File: config.mk
export PLATFORM = sky130hd
export DESIGN_NAME = circular_deque_engine
export DESIGN_NICKNAME = d
export VERILOG_FILES = /design/src/rtl/cdq_pkg.sv /design/src/rtl/cdq_ring.sv /design/src/rtl/circular_deque_engine.sv
export SDC_FILE = /design/constraint.sdc
export NUM_CORES = 1
export LEC_CHECK = 0
export BUFFER_PORTS_ARGS = -buffer_cell sky130_fd_sc_hd__buf_2
export CAP_MARGIN = 20
export CORE_MARGIN = 8
export CORE_UTILIZATION = 60
export CTS_CLUSTER_SIZE = 16
export DETAILED_ROUTE_END_ITERATION = 6
export PLACE_DENSITY = 0.75
export RECOVER_POWER = 50
export SYNTH_ARGS = -nofsm -noshare
export SYNTH_HDL_FRONTEND = slang
export SYNTH_SLANG_ARGS = --single-unit
File: constraint.sdc
create_clock -name clk -period 13.58 [get_ports clk]
set_clock_uncertainty 0.05 [all_clocks]
set_input_delay 0 -clock clk [delete_from_list [all_inputs] [get_ports clk]]
set_output_delay 0 -clock clk [all_outputs]
set_load 0.02 [all_outputs]
File: src/rtl/cdq_pkg.sv
`timescale 1ns / 1ps
`default_nettype none
// ----------------------------------------------------------------------------
// cdq_pkg: shared definitions for the circular deque engine
// Sizes, operation and status codes, ring request types and the index wrap.
// ----------------------------------------------------------------------------
package cdq_pkg;

    // Ring size and derived widths.
    localparam int CAPACITY = 16;
    localparam int IDX_W    = $clog2(CAPACITY);
    localparam int CNT_W    = $clog2(CAPACITY + 1);

    // Field widths.
    localparam int DATA_W = 32;
    localparam int POS_W  = 4;
    localparam int ACT_W  = 3;
    localparam int STAT_W = 2;

    // Stream payload widths, padded to whole bytes.
    localparam int S_TDATA_W = ((DATA_W + 7) / 8) * 8;
    localparam int M_TDATA_W = ((DATA_W + POS_W + 7) / 8) * 8;
    localparam int M_PAD_W   = M_TDATA_W - DATA_W - POS_W;

    // Operation codes carried with each request.
    typedef enum logic [ACT_W-1:0] {
        ACT_PUSH_FRONT = 3'd0,
        ACT_POP_FRONT  = 3'd1,
        ACT_PUSH_BACK  = 3'd2,
        ACT_POP_BACK   = 3'd3,
        ACT_TRAVERSE   = 3'd4,
        ACT_SEARCH     = 3'd5
    } action_t;

    // Result status codes.
    typedef enum logic [STAT_W-1:0] {
        ST_OK        = 2'd0,
        ST_UNDERFLOW = 2'd1,
        ST_OVERFLOW  = 2'd2,
        ST_NOT_FOUND = 2'd3
    } status_t;

    // Write and read requests to the ring storage.
    typedef struct packed {
        logic              en;
        logic [IDX_W-1:0]  addr;
        logic [DATA_W-1:0] data;
    } wr_req_t;

    typedef struct packed {
        logic             en;
        logic [IDX_W-1:0] addr;
    } rd_req_t;

    // Ring index of the entry at offset off from idx; the sum stays below
    // twice the capacity, so one compare and subtract wraps it.
    function automatic logic [IDX_W-1:0] wrap_add(
        input logic [IDX_W-1:0] idx,
        input logic [CNT_W-1:0] off
    );
        logic [CNT_W:0] sum;
        sum = (CNT_W+1)'(idx) + {1'b0, off};
        if (sum >= (CNT_W+1)'(CAPACITY))
        begin
            sum = sum - (CNT_W+1)'(CAPACITY);
        end
        return IDX_W'(sum);
    endfunction

endpackage
`default_nettype wire

File: src/rtl/cdq_ring.sv
`timescale 1ns / 1ps
`default_nettype none
// ----------------------------------------------------------------------------
// cdq_ring: ring storage of the deque
// One write port and one read port with registered read data.
// ----------------------------------------------------------------------------
module cdq_ring (
    input  wire logic                      clk,
    input  wire cdq_pkg::wr_req_t          wr,
    input  wire cdq_pkg::rd_req_t          rd,
    output logic [cdq_pkg::DATA_W-1:0]     rd_data
);

    logic [cdq_pkg::DATA_W-1:0] mem [cdq_pkg::CAPACITY];

    // Write port.
    always_ff @(posedge clk)
    begin
        if (wr.en)
        begin
            mem[wr.addr] <= wr.data;
        end
    end

    // Read port; the data register holds until the next read.
    always_ff @(posedge clk)
    begin
        if (rd.en)
        begin
            rd_data <= mem[rd.addr];
        end
    end

endmodule
`default_nettype wire

File: src/rtl/circular_deque_engine.sv
`timescale 1ns / 1ps
`default_nettype none
// ----------------------------------------------------------------------------
// circular_deque_engine: bounded double-ended queue of signed 32-bit values
// Push and pop at either end, traverse from front to back, and key search.
// ----------------------------------------------------------------------------
// The engine takes one request at a time and is ready only while idle. A push
// or pop is accepted, then executed with its result loaded. A traverse or
// search is accepted and executed, then visits the stored entries in turn,
// because the entries are read one at a time through the single read port of
// the ring storage. Each result sits in an output register, so a stalled
// result holds the request until the receiver takes it. Unknown operation
// codes are dropped without a result.
// ----------------------------------------------------------------------------
module circular_deque_engine (
    input  wire logic                            clk,
    input  wire logic                            rst_n,
    input  wire logic                            s_axis_tvalid,
    output logic                                 s_axis_tready,
    input  wire logic [cdq_pkg::S_TDATA_W-1:0]   s_axis_tdata,  // [31:0] value
    input  wire logic [cdq_pkg::ACT_W-1:0]       s_axis_tuser,  // [2:0] action
    output logic                                 m_axis_tvalid,
    input  wire logic                            m_axis_tready,
    output logic [cdq_pkg::M_TDATA_W-1:0]        m_axis_tdata,  // [31:0] item,
                                                                // [35:32] position
    output logic [cdq_pkg::STAT_W-1:0]           m_axis_tuser,  // [1:0] status
    output logic                                 m_axis_tlast
);

    typedef enum logic [2:0] {
        S_IDLE = 3'b001,
        S_EXEC = 3'b010,
        S_EVAL = 3'b100
    } state_t;

    state_t                          state_reg, state_next;
    cdq_pkg::action_t                action_reg, action_next;
    logic [cdq_pkg::DATA_W-1:0]      value_reg, value_next;
    logic [cdq_pkg::IDX_W-1:0]       front_reg, front_next;
    logic [cdq_pkg::CNT_W-1:0]       occ_reg, occ_next;
    logic [cdq_pkg::CNT_W-1:0]       scan_reg, scan_next;

    logic                            out_valid_reg, out_valid_next;
    cdq_pkg::status_t                out_status_reg, out_status_next;
    logic [cdq_pkg::DATA_W-1:0]      out_item_reg, out_item_next;
    logic [cdq_pkg::POS_W-1:0]       out_pos_reg, out_pos_next;
    logic                            out_last_reg, out_last_next;

    cdq_pkg::wr_req_t                wr;
    cdq_pkg::rd_req_t                rd;
    logic [cdq_pkg::DATA_W-1:0]      rd_data;

    logic                            slot_free;
    logic                            is_full;
    logic                            is_empty;
    logic                            scan_last;
    logic [cdq_pkg::CNT_W-1:0]       scan_inc;

    cdq_ring u_ring (
        .clk     (clk),
        .wr      (wr),
        .rd      (rd),
        .rd_data (rd_data)
    );

    // Status of the ring and of the output register.
    assign slot_free = !out_valid_reg || m_axis_tready;
    assign is_full   = (occ_reg == cdq_pkg::CNT_W'(cdq_pkg::CAPACITY));
    assign is_empty  = (occ_reg == '0);
    assign scan_inc  = scan_reg + cdq_pkg::CNT_W'(1);
    assign scan_last = (scan_inc == occ_reg);

    // Sequencer: accept, execute, then walk the ring for traverse and search.
    always_comb
    begin
        state_next      = state_reg;
        action_next     = action_reg;
        value_next      = value_reg;
        front_next      = front_reg;
        occ_next        = occ_reg;
        scan_next       = scan_reg;
        out_valid_next  = out_valid_reg && !m_axis_tready;
        out_status_next = out_status_reg;
        out_item_next   = out_item_reg;
        out_pos_next    = out_pos_reg;
        out_last_next   = out_last_reg;
        wr              = '0;
        rd              = '0;

        case (state_reg)
            S_IDLE:
            begin
                if (s_axis_tvalid)
                begin
                    action_next = cdq_pkg::action_t'(s_axis_tuser);
                    value_next  = s_axis_tdata[cdq_pkg::DATA_W-1:0];
                    state_next  = S_EXEC;
                end
            end

            S_EXEC:
            begin
                case (action_reg)
                    cdq_pkg::ACT_PUSH_FRONT,
                    cdq_pkg::ACT_PUSH_BACK,
                    cdq_pkg::ACT_POP_FRONT,
                    cdq_pkg::ACT_POP_BACK:
                    begin
                        if (slot_free)
                        begin
                            out_valid_next  = 1'b1;
                            out_status_next = cdq_pkg::ST_OK;
                            out_item_next   = '0;
                            out_pos_next    = '0;
                            out_last_next   = 1'b1;
                            state_next      = S_IDLE;
                            if (action_reg == cdq_pkg::ACT_PUSH_FRONT ||
                                action_reg == cdq_pkg::ACT_PUSH_BACK)
                            begin
                                if (is_full)
                                begin
                                    out_status_next = cdq_pkg::ST_OVERFLOW;
                                end
                                else
                                begin
                                    wr.en    = 1'b1;
                                    wr.data  = value_reg;
                                    occ_next = occ_reg + cdq_pkg::CNT_W'(1);
                                    if (action_reg == cdq_pkg::ACT_PUSH_FRONT)
                                    begin
                                        front_next = (front_reg == '0) ?
                                            cdq_pkg::IDX_W'(cdq_pkg::CAPACITY - 1) :
                                            front_reg - cdq_pkg::IDX_W'(1);
                                        wr.addr    = front_next;
                                    end
                                    else
                                    begin
                                        wr.addr = cdq_pkg::wrap_add(front_reg, occ_reg);
                                    end
                                end
                            end
                            else if (is_empty)
                            begin
                                out_status_next = cdq_pkg::ST_UNDERFLOW;
                            end
                            else
                            begin
                                occ_next = occ_reg - cdq_pkg::CNT_W'(1);
                                if (occ_reg == cdq_pkg::CNT_W'(1))
                                begin
                                    front_next = '0;
                                end
                                else if (action_reg == cdq_pkg::ACT_POP_FRONT)
                                begin
                                    front_next = cdq_pkg::wrap_add(front_reg,
                                                                   cdq_pkg::CNT_W'(1));
                                end
                            end
                        end
                    end

                    cdq_pkg::ACT_TRAVERSE,
                    cdq_pkg::ACT_SEARCH:
                    begin
                        if (is_empty)
                        begin
                            if (slot_free)
                            begin
                                out_valid_next  = 1'b1;
                                out_status_next = (action_reg == cdq_pkg::ACT_TRAVERSE) ?
                                                  cdq_pkg::ST_UNDERFLOW :
                                                  cdq_pkg::ST_NOT_FOUND;
                                out_item_next   = '0;
                                out_pos_next    = '0;
                                out_last_next   = 1'b1;
                                state_next      = S_IDLE;
                            end
                        end
                        else
                        begin
                            // Read the front entry first.
                            rd.en      = 1'b1;
                            rd.addr    = front_reg;
                            scan_next  = '0;
                            state_next = S_EVAL;
                        end
                    end

                    default:
                    begin
                        state_next = S_IDLE;
                    end
                endcase
            end

            S_EVAL:
            begin
                if (action_reg == cdq_pkg::ACT_TRAVERSE)
                begin
                    // Emit the entry just read, then fetch the next one.
                    if (slot_free)
                    begin
                        out_valid_next  = 1'b1;
                        out_status_next = cdq_pkg::ST_OK;
                        out_item_next   = rd_data;
                        out_pos_next    = '0;
                        out_last_next   = scan_last;
                        if (scan_last)
                        begin
                            state_next = S_IDLE;
                        end
                        else
                        begin
                            scan_next = scan_inc;
                            rd.en     = 1'b1;
                            rd.addr   = cdq_pkg::wrap_add(front_reg, scan_inc);
                        end
                    end
                end
                else if (rd_data == value_reg || scan_last)
                begin
                    // Match found or ring exhausted: one result ends the search.
                    if (slot_free)
                    begin
                        out_valid_next  = 1'b1;
                        out_item_next   = '0;
                        out_last_next   = 1'b1;
                        state_next      = S_IDLE;
                        if (rd_data == value_reg)
                        begin
                            out_status_next = cdq_pkg::ST_OK;
                            out_pos_next    = cdq_pkg::POS_W'(scan_reg);
                        end
                        else
                        begin
                            out_status_next = cdq_pkg::ST_NOT_FOUND;
                            out_pos_next    = '0;
                        end
                    end
                end
                else
                begin
                    scan_next = scan_inc;
                    rd.en     = 1'b1;
                    rd.addr   = cdq_pkg::wrap_add(front_reg, scan_inc);
                end
            end

            default:
            begin
                state_next = S_IDLE;
            end
        endcase
    end

    // Control state.
    always_ff @(posedge clk or negedge rst_n)
    begin
        if (!rst_n)
        begin
            state_reg     <= S_IDLE;
            front_reg     <= '0;
            occ_reg       <= '0;
            out_valid_reg <= 1'b0;
        end
        else
        begin
            state_reg     <= state_next;
            front_reg     <= front_next;
            occ_reg       <= occ_next;
            out_valid_reg <= out_valid_next;
        end
    end

    // Request and result payload.
    always_ff @(posedge clk)
    begin
        action_reg     <= action_next;
        value_reg      <= value_next;
        scan_reg       <= scan_next;
        out_status_reg <= out_status_next;
        out_item_reg   <= out_item_next;
        out_pos_reg    <= out_pos_next;
        out_last_reg   <= out_last_next;
    end

    // Ports.
    assign s_axis_tready = (state_reg == S_IDLE);
    assign m_axis_tvalid = out_valid_reg;
    assign m_axis_tdata  = {cdq_pkg::M_PAD_W'(0), out_pos_reg, out_item_reg};
    assign m_axis_tuser  = out_status_reg;
    assign m_axis_tlast  = out_last_reg;

    // Checks.
    a_occ_bound: assert property (@(posedge clk) disable iff (!rst_n)
        occ_reg <= cdq_pkg::CNT_W'(cdq_pkg::CAPACITY))
        else $error("occupancy above capacity");

    a_empty_front: assert property (@(posedge clk) disable iff (!rst_n)
        occ_reg == '0 |-> front_reg == '0)
        else $error("empty ring with nonzero front index");

    a_scan_range: assert property (@(posedge clk) disable iff (!rst_n)
        state_reg == S_EVAL |-> scan_reg < occ_reg)
        else $error("scan beyond stored entries");

    a_no_full_write: assert property (@(posedge clk) disable iff (!rst_n)
        wr.en |-> !is_full && state_reg == S_EXEC)
        else $error("write into a full ring");

    a_result_ends_idle: assert property (@(posedge clk) disable iff (!rst_n)
        out_valid_next && !(out_valid_reg && !m_axis_tready) && out_last_next
        |=> state_reg == S_IDLE)
        else $error("final result loaded but request not finished");

endmodule
`default_nettype wire

# After elaboration in Yosys (flattened, before gate mapping)
# Memories as Yosys holds them, arrays and structs flattened. A register that Yosys moved wholly into a read port is not among the register bits.
# Index checks and enable logic that the tools add are counted.
# word_totals
ram_bits,512
in_bits,39
reg_bits,92
output_inout_bits,45
mem_count,1
elab_cells,161
# mem_list
memory,depth,word_bits,read_ports,rd_clocked_by_memory_dff,wr,line,text
u_ring.mem,16,32,1,1,1,cdq_ring.sv:14,logic [cdq_pkg::DATA_W-1:0] mem [cdq_pkg::CAPACITY];
# classes
eq_ne,29
n_reduce_logical,21
muxes,86
n_addsub,10
n_lt_le_gt_ge,3
# op_table
operator,count
$mux 37,5
$mux 32,5
$pmux 32 s2,2
$mux 5,15
$mux 4,17
$eq 32x32->1,1
$ne 3x3->1 const B,10
$mux 2,11
$mux 3,7
$pmux 5 s2,2
$pmux 4 s2,2
$sub 4x1->4 const B,4
$reduce_and 5->1,3
$add 4x5->6,2
$ge 6x5->1 const B,2
$mux 1,12
$add 5x1->5 const B,2
$ne 2x2->1 const B,5
$eq 3x2->1 const B,3
$eq 3x3->1 const B,3
$pmux 3 s3,1
$pmux 1 s2,4
$pmux 2 s2,2
$reduce_and 8->1,1
24 further kinds,28

# Depth between registers and ports, before layout
# depth
ltp_word,11
depth_mapped,13
depth_no_buf,10

# By module
# A second synthesis with hierarchy kept.
# unflattened
cells_unflattened,1331
area_unflattened_um2,25355.6
# by_module_without_submodules
module,instances,area_each_um2,seq_area_each_um2,cells_per_inst
cdq_ring,1,20174.3,16335.7,838
circular_deque_engine,1,5181.2,2698.8,493

# Worst setup path after synthesis
# Ideal clock, no wire load.
# synth_timing
path_type,flip-flop to flip-flop
from,register scan_reg[0] (netlist bit)
to,"register out_status_reg[0], in the netlist m_axis_tuser[0], enable pin"
path_stages_with_launch,10
path_buffers,1
arrival_time_ns,4.851
slack_ns,8.377
required_time_ns,13.228
cell_sequence,edfxtp_1 -> ha_1 -> xnor3_1 -> nand3_1 -> nor3b_4 -> inv_1 -> and2_1 -> buf_4 -> a211oi_1 -> o21a_1
# synth_via
elab_chain_cells,5
elab_cells_between_ends,6
cone_classes,1 x add/sub; 3 x eq/ne; 2 x reduce/logical
# synth_lines
item,line,text
from (decl),circular_deque_engine.sv:41,"logic [cdq_pkg::CNT_W-1:0] scan_reg, scan_next;"
from (signal assigned),circular_deque_engine.sv:280,scan_reg <= scan_next;
$add 5x1->5 *,circular_deque_engine.sv:70,assign scan_inc = scan_reg + cdq_pkg::CNT_W'(1);
$eq 5x5->1 *,circular_deque_engine.sv:71,assign scan_last = (scan_inc == occ_reg);
$logic_or 1x1->1 *,circular_deque_engine.sv:220,else if (rd_data == value_reg || scan_last)
$ne 3x3->1 (no line),--,
$reduce_and 8->1 (no line) *,--,
to (signal assigned),circular_deque_engine.sv:281,out_status_reg <= out_status_next;
to (decl),circular_deque_engine.sv:44,"cdq_pkg::status_t out_status_reg, out_status_next;"
# Every way passes the cells marked *; elsewhere a longest branch is shown, timed or not.
# A chain may end at the register's enable or synchronous reset.

# Final worst setup path
# layout_timing
from,register state_reg[1]
to,"register u_ring.rd_data[22] (netlist bit) (read register of u_ring.mem), data pin"
# layout_via
elab_chain_cells,2
elab_cells_between_ends,3
cone_classes,2 x eq/ne; 1 x mux
# layout_lines
item,line,text
from (decl),circular_deque_engine.sv:36,"state_t state_reg, state_next;"
from (signal assigned),circular_deque_engine.sv:268,state_reg <= state_next;
$eq 3x3->1 or $eq 3x2->1 (tied branches),circular_deque_engine.sv:90,case (state_reg)
$pmux 5 s2 *,circular_deque_engine.sv:90,
to (decl),cdq_ring.sv:11,output logic [cdq_pkg::DATA_W-1:0] rd_data
# Marks and branches as above.

==> summary.txt <==
Yosys
  • Synth warn: 0
  • Synth Register Bits: about 640
  • Seq/Total Area, Yosys: 72.7%
  • Synth top area cells: edfxtp_1 (71%), mux2_2 (7.7%), mux2_1 (3.3%)
  • Post-synth top area share: 71.4%
  • Number of synthesized flops with an enable pin: about 620
  • Dominant synthesized flop cell: edfxtp_1
  • Syn Area/Cell: 16.8 um^2
  • Synthesized instance count: 1,556
  • Yosys top cell by area: edfxtp_1
  • Async SR Flop Fraction: roughly 2%
  • Post-synth cell types: 65
  • Area of the mapped netlist: 0.0262 mm^2

Layout
  • Final Cell Area: 0.0294 mm^2
  • Nets: 1,730
  • Max reg flops: 512
  • Most flops, register: u_ring.mem
  • ANT cells: 0
  • Layout area overhead: 12.3%
  • Layout Utilization: 68.3%
  • Filler instances: roughly 2,800
  • Layout cells sized above 1: 20.4%

STA
  • Max-slew violations: 132
  • Final setup viols: 0
  • Final Hold Fails: 0
  • RSZ-0062 raised after global routing: false
  • Period utilization: approximately 54%
  • Worst Max-Slew Pin Slew: roughly 3.7 ns
  • Post-layout min period: around 7.3 ns
  • Setup TNS: 0 ns
  • Slew Limit Headroom: -145%
  • WHS: 0.0339 ns
  • Max Clk Rate: 137 MHz
  • Final setup margin: 6.30 ns

Clocking
  • H-tree depth: 2
  • TritonCTS clock tree: done
  • Reg clk slew, reported paths: ~0.060 ns
  • Post-CTS Setup Inserts: 0
  • Worst skew pair latency: roughly 0.63 ns
  • CTS sink count: 636
  • Clk root buf: clkbuf_16
  • CTS max path bufs: 3
  • CTS buffer count: 60

Setup path
  • Critical path type: flop to flop
  • Worst Setup SP: state_reg[1]
  • Crit. End Element: flop
  • R2R Setup Slk: 6.30 ns
  • Critical-path maximum fanout: 150
  • CP Launch Type: flop
  • Worst EP required: 13.89 ns
  • R2r startpoint: state_reg[1]
  • Worst EP arrival: about 7.6 ns

Floorplanning
  • Die area: 0.0506 mm^2
  • Core footprint: approximately 0.043 mm^2
  • Die Y-Extent: ~220 um
  • Io pins: 84
  • Die X: 225 um
  • Initial core utilization: 60.8%
  • Site Rows: between 70 and 80

Place
  • IO Port Bufs: 79
  • Placed Area: approximately 0.027 mm^2
  • Pre-CTS WS: between 8 and 9 ns
  • GP Congestion: between 0.8 and 0.9
  • Final HPWL from detailed placement: between 30,000 and 40,000 um

Worst hold path
  • Hold_sp: s_axis_tdata[12]
  • Hold crit path type: primary input to flop

Route
  • DRT Wirelength: roughly 63,000 um
  • Initial DRC count: around 1,600
  • Antenna viol nets, final: 0
  • WL per Instance: 27.2 um
  • Vias: 14,600
  • # DRC: 0
  • DR pass1 iterations: 5
  • Via/cell ratio: 6.31

Global route
  • Grt total ovfl: 0
  • Vias in the first global route: 14,800
  • First-pass GRT wire length: 92,400 um
  • Total track usage: 24.5%
  • Initial antenna violation count: 0
  • Pin count of the biggest net entering global routing: 151

Status
  • Status: finished with violations
  • Failing checks: capacitance limit, slew limit

Power
  • Power Dens Cells: 166 mW/mm^2
  • Max rail drop VDD: 0.179 mV
  • LEAKAGE: just under 10 nW

Job
  • Max-Cap Viols: 3
## power by group
group	switching, mW	internal (mW)	total, mW
sequential	0.0937	2.28	2.38
clock	0.711	0.977	1.69
combinational	0.515	0.311	0.826
total	1.32	3.57	4.89
## worst max-delay path: stages, from the launching register on
cell      delay (ns)
dfrtp_1         0.43
or3b_1          0.59
nor4b_1         0.33
clkbuf_1        2.59
nand2_1         0.58
nand2_1         0.29
o21ai_4         0.06
buf_4           0.36
buf_12          0.36
buf_4           0.48
mux2_1          0.44
o221ai_1        0.22
o22ai_1         0.10
## per-layer routing
layer  GRT usage [%]  up-vias  share of wire (%)
li1                -     6358                  -
met1            32.2     7362                 40
met2            39.1      696                 47
met3            5.09      165                8.3
met4            11.5        0                4.8
met5               0        -                  0
## kinds of logic (layout without fill, tap and decap cells)
| group | after synthesis | count (layout) | synth area share, % |
|---|---|---|---|
| AOI/OAI and AO/OA | 267 | 267 | 7.04 |
| xor gates and xnor gates | 53 | 53 | 1.88 |
| adders and majority gates | 14 | 14 | 0.726 |
| buffers and inverters | 106 | 273 | 2.52 |
| DFF | 636 | 636 | 72.7 |
| muxes | 257 | 257 | 11.0 |
| other | 1 | 4 | 0.0143 |
| and+or+nand+nor | 222 | 222 | 4.11 |
## Yosys cell counts (all sizes together), types with 2 or more instances
cell and n:
o221ai 64, o211ai 3, nor3 8, nand2 104
nand3 6, edfxtp 623, xor2 7, or2 3
nand4 10, inv 11, xnor2 44, o31ai 5
o21ai 48, fa 2, nor2b 2, a211oi 4
nor4 2, o22ai 102, dfrtp 12, clkbuf 25
ha 12, a21o 4, a32o 2, mux2 257
a22oi 2, a211o 3, a21oi 20, buf 70
a21boi 2, and2 36, nor3b 5, nor2 36
nand2b 4
## area by class of cell
cell class	count	area [um^2]	area share (%)
sequential	636	19000	64.7
multi-input combinational	817	6650	22.6
clock buffer	71	1540	5.25
timing repair buffer	151	983	3.34
tap	585	732	2.49
clock inverter	40	425	1.45
inverter	11	41.3	0.140
## through the flow
stage	total power, mW	std cells
floorplan	2.99	1559
global placement	3.21	2159
detailed placement	3.23	2160
CTS	4.91	2310
global route	5.05	2311
finish	4.89	2311
## timing repair
| item | in CTS | in global routing |
|---|---|---|
| endpoints found under the hold margin | 51 | 0 |
| gates resized for setup | 0 | 0 |
| hold buffers | 39 | 0 |
## worst paths after layout
kind | to | cells past startpoint
max | u_ring.rd_data[22] | 12
min | value_reg[12] | 2
min reg2reg | out_item_reg[31] | 2
min in group asynchronous | state_reg[0] | 3
max reg2reg | u_ring.rd_data[22] | 12
max in group asynchronous | front_reg[1] | 4
## placed cells by master, fill, tap and decap left out, types with 5 or more instances in the layout
cell type,instances
clkbuf_1,65
nand2_1,103
nor2_4,16
clkbuf_16,60
buf_2,28
mux2_2,180
a21oi_1,19
inv_1,11
o21ai_0,45
ha_1,12
mux2_1,77
edfxtp_1,623
clkinv_2,5
nand3_1,6
nor2_1,20
dlygate4sd3_1,39
o221ai_1,64
and2_0,31
dfrtp_1,12
bufinv_16,9
xnor2_1,44
buf_4,28
nand4_1,10
and2_1,5
xor2_1,7
o22ai_1,102
nor3_1,8
clkinv_1,20
(Power assumes the default switching activity.)
